`src/rtl/bpt_divider.sv`:
```
module bpt_divider #(
   parameter int CROSS_BITS       = 51,
   parameter int WEIGHT_FRAC_BITS = 16
) (
   input  logic                        clock,
   input  logic                        adv,
   input  logic [CROSS_BITS-1:0]       num,
   input  logic [CROSS_BITS-1:0]       den,
   output logic [WEIGHT_FRAC_BITS:0]   quot
);
   localparam int STAGES = WEIGHT_FRAC_BITS + 1;
   localparam int RW     = CROSS_BITS + 1;

   logic [RW-1:0]               rem_ff [STAGES];
   logic [CROSS_BITS-1:0]       den_ff [STAGES];
   logic [WEIGHT_FRAC_BITS:0]   q_ff   [STAGES];

   // One quotient bit per stage, most significant first; num <= den.
   for (genvar j = 0; j < STAGES; j++) begin : g_stage
      logic [RW-1:0]             rem_prev, shifted;
      logic [CROSS_BITS-1:0]     den_prev;
      logic [WEIGHT_FRAC_BITS:0] q_prev;
      logic                      ge;

      if (j == 0) begin : g_first
         assign rem_prev = {1'b0, num};
         assign den_prev = den;
         assign q_prev   = '0;
         assign shifted  = rem_prev;
      end else begin : g_rest
         assign rem_prev = rem_ff[j-1];
         assign den_prev = den_ff[j-1];
         assign q_prev   = q_ff[j-1];
         assign shifted  = {rem_prev[RW-2:0], 1'b0};
      end

      assign ge = shifted >= {1'b0, den_prev};

      always_ff @(posedge clock) begin
         if (adv) begin
            rem_ff[j] <= ge ? shifted - {1'b0, den_prev} : shifted;
            den_ff[j] <= den_prev;
            q_ff[j]   <= q_prev | ((WEIGHT_FRAC_BITS+1)'(ge) << (WEIGHT_FRAC_BITS - j));
         end
      end
   end

   assign quot = q_ff[STAGES-1];

endmodule

```
`config.mk`:
```
export PLATFORM = sky130hd
export DESIGN_NAME = bpt_divider
export DESIGN_NICKNAME = d
export VERILOG_FILES = /design/src/rtl/bpt_divider.sv
export SDC_FILE = /design/constraint.sdc
export NUM_CORES = 2
export LEC_CHECK = 0
export BUFFER_PORTS_ARGS = -buffer_cell sky130_fd_sc_hd__buf_4
export CAP_MARGIN = 25
export CORE_MARGIN = 2
export CORE_UTILIZATION = 40
export DETAILED_ROUTE_END_ITERATION = 8
export RECOVER_POWER = 25
export SETUP_SLACK_MARGIN = 0.1
export SLEW_MARGIN = 20
export SYNTH_ARGS = -nofsm -noshare
export SYNTH_HDL_FRONTEND = slang
export SYNTH_SLANG_ARGS = --single-unit
```
`constraint.sdc`:
```
create_clock -name clock -period 3.8 [get_ports clock]
set_clock_uncertainty 0.05 [all_clocks]
set_input_delay 0.19 -clock clock [delete_from_list [all_inputs] [get_ports clock]]
set_output_delay 0.19 -clock clock [all_outputs]
set_load 0.01 [all_outputs]
```
==> out/summary.txt <==
TIMING
--------------------------------------------------------------------------------------
Number of hold violations in the final report                                        0
Setup repair after global routing missed its margin                                yes
Final critical-path share of the clock period                                     114%
TNS Setup                                                                    -46.70 ns
Timing-limited maximum frequency                                               231 MHz
Worst-Margin Slew                                                              2.63 ns
Worst relative slew slack                                                       -75.0%
Final count of negative-setup-slack endpoints                                      277
Pins Over Slew Limit                                                                69
Setup slack of the critical path after layout                                -0.524 ns
Final period demand of the worst path                                          4.32 ns

LOGIC SYNTHESIS
--------------------------------------------------------------------------------------
Number of enable-type register cells in the synthesized netlist                   1785
Synthesized netlist cell count                                                   10800
Register bit count reported by yosys                                              1785
Post-Syn Area                                                               112000 µm²
Number of distinct library cells after synthesis                                   102
Mapped Nets                                                                      11800
Prevailing post-synth register cell                                       sky130_fd_sc_hd__edfxtp_1
Synthesis warning total                                                              0
Async SR Flop Fraction                                                              0%
Mean cell area of the mapped netlist                                          10.4 µm²
Register area share after synthesis                                              47.8%

CRITICAL PATH
--------------------------------------------------------------------------------------
Timing startpoint of the critical path                                    rem_ff[0][396]
Critical path required time                                                    4.36 ns
Number of cells on the critical path                                                12
Type of element launching the critical path                                  flip-flop
Most frequent cell on the critical path                                   sky130_fd_sc_hd__nand4_1
Setup crit end kind                                                          flip-flop
Cell with the biggest individual delay on the critical path               sky130_fd_sc_hd__or4_4
Worst flop-to-flop path startpoint                                        rem_ff[0][396]
Worst R2R Path Depth                                                                12
Data arrival time of the critical path                                         4.89 ns
Maximum fanout encountered on the critical timing path                              17
Cell chain of the critical path                                           ha_1 > nand4_1 > or3_4 > nor4_4 > buf_6 > nand4_1 > or4_4 > o31ai_4 > and2_1 > a311o_2 > buf_12 > mux2_4
Critical path's largest stage delay                                            0.64 ns
Worst r2r dst                                                             rem_ff[0][443]
Largest delay share family, worst path                                    simple AND/OR/NAND/NOR gates
Type of the setup path with the least slack                                    reg2reg
Register-to-Register Setup Slack                                              -0.52 ns
Count of buffering cells on the critical path with inverters included                2

FLOORPLAN
--------------------------------------------------------------------------------------
Starting density of the core                                                     40.2%
Std-Cell Core Area                                                          279000 µm²
Std-Cell Rows                                                                      194
DIE HEIGHT                                                                      533 µm
IO Count                                                                           121
Horizontal extent of the die                                                    533 µm
Full die area                                                               284000 µm²

PLACEMENT
--------------------------------------------------------------------------------------
DPL Wire Length                                                                 258 mm
IO buf count                                                                       120
Pre-CTS setup slack                                                          -0.960 ns
Final GP Congestion                                                              0.957

CLOCKING
--------------------------------------------------------------------------------------
Inserted Clock Buffers                                                             212
Clock latency reported for the late side of the worst-skew pair                0.90 ns
CTS Sinks                                                                         1785
Clock root buffer master                                                  sky130_fd_sc_hd__clkbuf_16
Largest buffer count on any clock path                                               4
TritonCTS clock tree                                                               yes
Clock slew at the register clock pins of the worst setup and hold paths        0.06 ns
H-Tree Level Count                                                                   4

PWR
--------------------------------------------------------------------------------------
Post-layout total power                                                         136 mW
Total internal power                                                           82.8 mW
Part of the total power dissipated in sequential elements                        24.7%
Relative contribution of combinational cells to total power                      60.3%
Share of power burned in the clock network                                       15.0%
Worst IR drop on VDD                                                          0.446 mV
Switching power                                                                52.7 mW
Areal power density over the cells                                          898 nW/µm²
Sw Ratio                                                                         38.9%
Standby leakage power                                                          65.4 nW

DRT
--------------------------------------------------------------------------------------
Count of routing violations after the opening detailed-route iteration            4231
Detail-routed net length per standard cell                                     20.1 µm
Antenna-violating nets left                                                          0
DRC viols                                                                            0
First-pass iteration count of the detailed router                                    6
Final WL                                                                        348 mm
Number of vias per cell after detailed routing                                    5.24
DR vias                                                                          90400

RUN STATUS
--------------------------------------------------------------------------------------
Run status                                                                finished, violations left
Failing checks                                                            capacitance limit, slew limit, setup timing

JOB
--------------------------------------------------------------------------------------
Number of max-cap violations                                                         1

GLOBAL ROUTE
--------------------------------------------------------------------------------------
Combined global-route utilization of all metal layers                            23.2%
Number of antenna violations at the first check in global routing                    4
First-pass GRT wire length                                                      517 mm
Via count of the first global-routing pass                                       95000
Total congestion overflow after global routing                                       0
Maximum number of pins on one net before global-route repair                       116

FINAL LAYOUT
--------------------------------------------------------------------------------------
Number of nets in the layout                                                     14400
Footprint of the flip-flops and latches                                      53600 µm²
Signed area change from the synthesized netlist to the final layout              34.7%
# fillers                                                                        24000
Proportion of layout cells with a drive suffix above 1                           29.9%
Area taken by multi-input logic gates                                        57800 µm²

WORST HOLD PATH
--------------------------------------------------------------------------------------
Startpoint of the most critical hold path                                       den[1]
Worst Hold Path Cells                                                                7
Class of the most critical hold timing path                                     in2reg
Worst hold endpoint                                                       rem_ff[0][3]

routing by layer:
metal / up-vias / part of all wire (%) / global-route usage (%) / wire, µm
met3: 1035 / 2.5 / 2.33 / 8610
met2: 1886 / 57 / 48.0 / 197000
met1: 42900 / 32 / 20.4 / 112000
li1: 44600 / - / - / -
met4: 0 / 8.7 / 16.2 / 30100
met5: - / 0 / 0 / 0
logic make-up after synthesis:
| group | synth area share [%] |
|---|---|
| multiplexers | 3.65 |
| AO/OA/AOI/OAI | 17.4 |
| AND/OR/NAND/NOR | 10.2 |
| adder cells (fa/ha/maj) | 9.96 |
| XOR/XNOR | 5.82 |
| flip-flops | 47.8 |
| buffers and inverters | 5.18 |
worst max-delay path by stage:
stage	endpoint	slack, ns
after floorplan	rem_ff[0][729]	0.14
after global placement	rem_ff[0][465]	-2.45
after detailed placement	rem_ff[0][465]	-0.96
after CTS	rem_ff[0][443]	-0.51
after global routing	rem_ff[0][443]	-0.49
final	rem_ff[0][443]	-0.52
synth_stat cells, drive strengths merged, types with 232 or more instances:
master,n,area share [%]
ha,866,9.7
inv,1078,3.6
nand4,232,1.3
o21ai,691,3.1
clkbuf,309,1.0
nor2,621,2.1
a21o,526,3.5
xor2,298,2.3
a21oi,1036,4.6
xnor2,447,3.5
mux2,349,3.6
nand2,806,2.7
edfxtp,1785,48
cell usage in the layout, fill, tap and decap left out, types with 83 or more instances in the layout:
cell type	n
sky130_fd_sc_hd__mux2_4	104
sky130_fd_sc_hd__inv_1	1049
sky130_fd_sc_hd__buf_6	105
sky130_fd_sc_hd__dlygate4sd3_1	149
sky130_fd_sc_hd__a21oi_1	937
sky130_fd_sc_hd__nor3_1	95
sky130_fd_sc_hd__clkbuf_16	236
sky130_fd_sc_hd__a21o_1	526
sky130_fd_sc_hd__xnor2_1	446
sky130_fd_sc_hd__o21ai_0	476
sky130_fd_sc_hd__mux2_2	244
sky130_fd_sc_hd__nor2b_1	95
sky130_fd_sc_hd__nand3_1	154
sky130_fd_sc_hd__ha_1	771
sky130_fd_sc_hd__o21bai_1	145
sky130_fd_sc_hd__buf_4	2186
sky130_fd_sc_hd__a21oi_2	83
sky130_fd_sc_hd__edfxtp_1	1785
sky130_fd_sc_hd__nand2_1	740
sky130_fd_sc_hd__ha_4	83
sky130_fd_sc_hd__xor2_1	298
sky130_fd_sc_hd__nand2b_1	85
sky130_fd_sc_hd__clkbuf_4	125
sky130_fd_sc_hd__nand4_1	232
sky130_fd_sc_hd__nor2_1	576
sky130_fd_sc_hd__o21ai_2	127
sky130_fd_sc_hd__buf_12	88
state kept, by name, indices dropped and copies added (netlist names):
| name | flops |
|---|---|
| rem_ff | 816 |
| den_ff | 816 |
| q_ff | 153 |
timing repair:
| item | 4_1_cts | 5_1_grt |
|---|---|---|
| endpoints found under the setup margin | 760 | 798 |
| pin swaps | 243 | 323 |
| setup buffers | 153 | 181 |
| hold endpoints to repair | 298 | 0 |
| hold buffers | 149 | 0 |
| resized for setup | 682 | 752 |
| gates cloned | 46 | 25 |
power by group through the flow:
stage	sequential (mW)	combinational [mW]	clock (mW)
4_1_cts	33.2	76.0	20.9
3_5_place_dp	33.6	67.5	0
2_1_floorplan	32.2	41.4	0
3_3_place_gp	33.6	66.8	0
6_report	33.4	81.8	20.3
5_1_grt	34.0	88.6	21.6
cell type report:
type	instances	share of cell area [%]
repair buffers	2775	15.9
flip-flops and latches	1785	35.5
inverters	1078	2.69
multi-input cells	7515	38.3
clock buffers	255	3.69
diodes	3	0.00497
clock inverters	126	0.851
well taps	3724	3.09
stage by stage:
step                      instances  util, %  hold slack (ns)  area (µm²)
after global routing          17300     54.1           0.0599      151000
final                         17300     54.1           0.0889      151000
after detailed placement      16400     47.5            0.334      133000
after CTS                     17100     52.5          0.00481      146000
after global placement        16300     47.5            0.333      133000
after floorplan               10800        -            0.239      112000
worst reg2reg max path, stage by stage (launching register included):
cell	delay, ns
sky130_fd_sc_hd__edfxtp_1	0.40
sky130_fd_sc_hd__ha_1	0.33
sky130_fd_sc_hd__nand4_1	0.13
sky130_fd_sc_hd__or3_4	0.46
sky130_fd_sc_hd__nor4_4	0.38
sky130_fd_sc_hd__buf_6	0.21
sky130_fd_sc_hd__nand4_1	0.35
sky130_fd_sc_hd__or4_4	0.65
sky130_fd_sc_hd__o31ai_4	0.20
sky130_fd_sc_hd__and2_1	0.16
sky130_fd_sc_hd__a311o_2	0.21
sky130_fd_sc_hd__buf_12	0.20
sky130_fd_sc_hd__mux2_4	0.35
No activity file was read; power rests on OpenSTA's default activity.
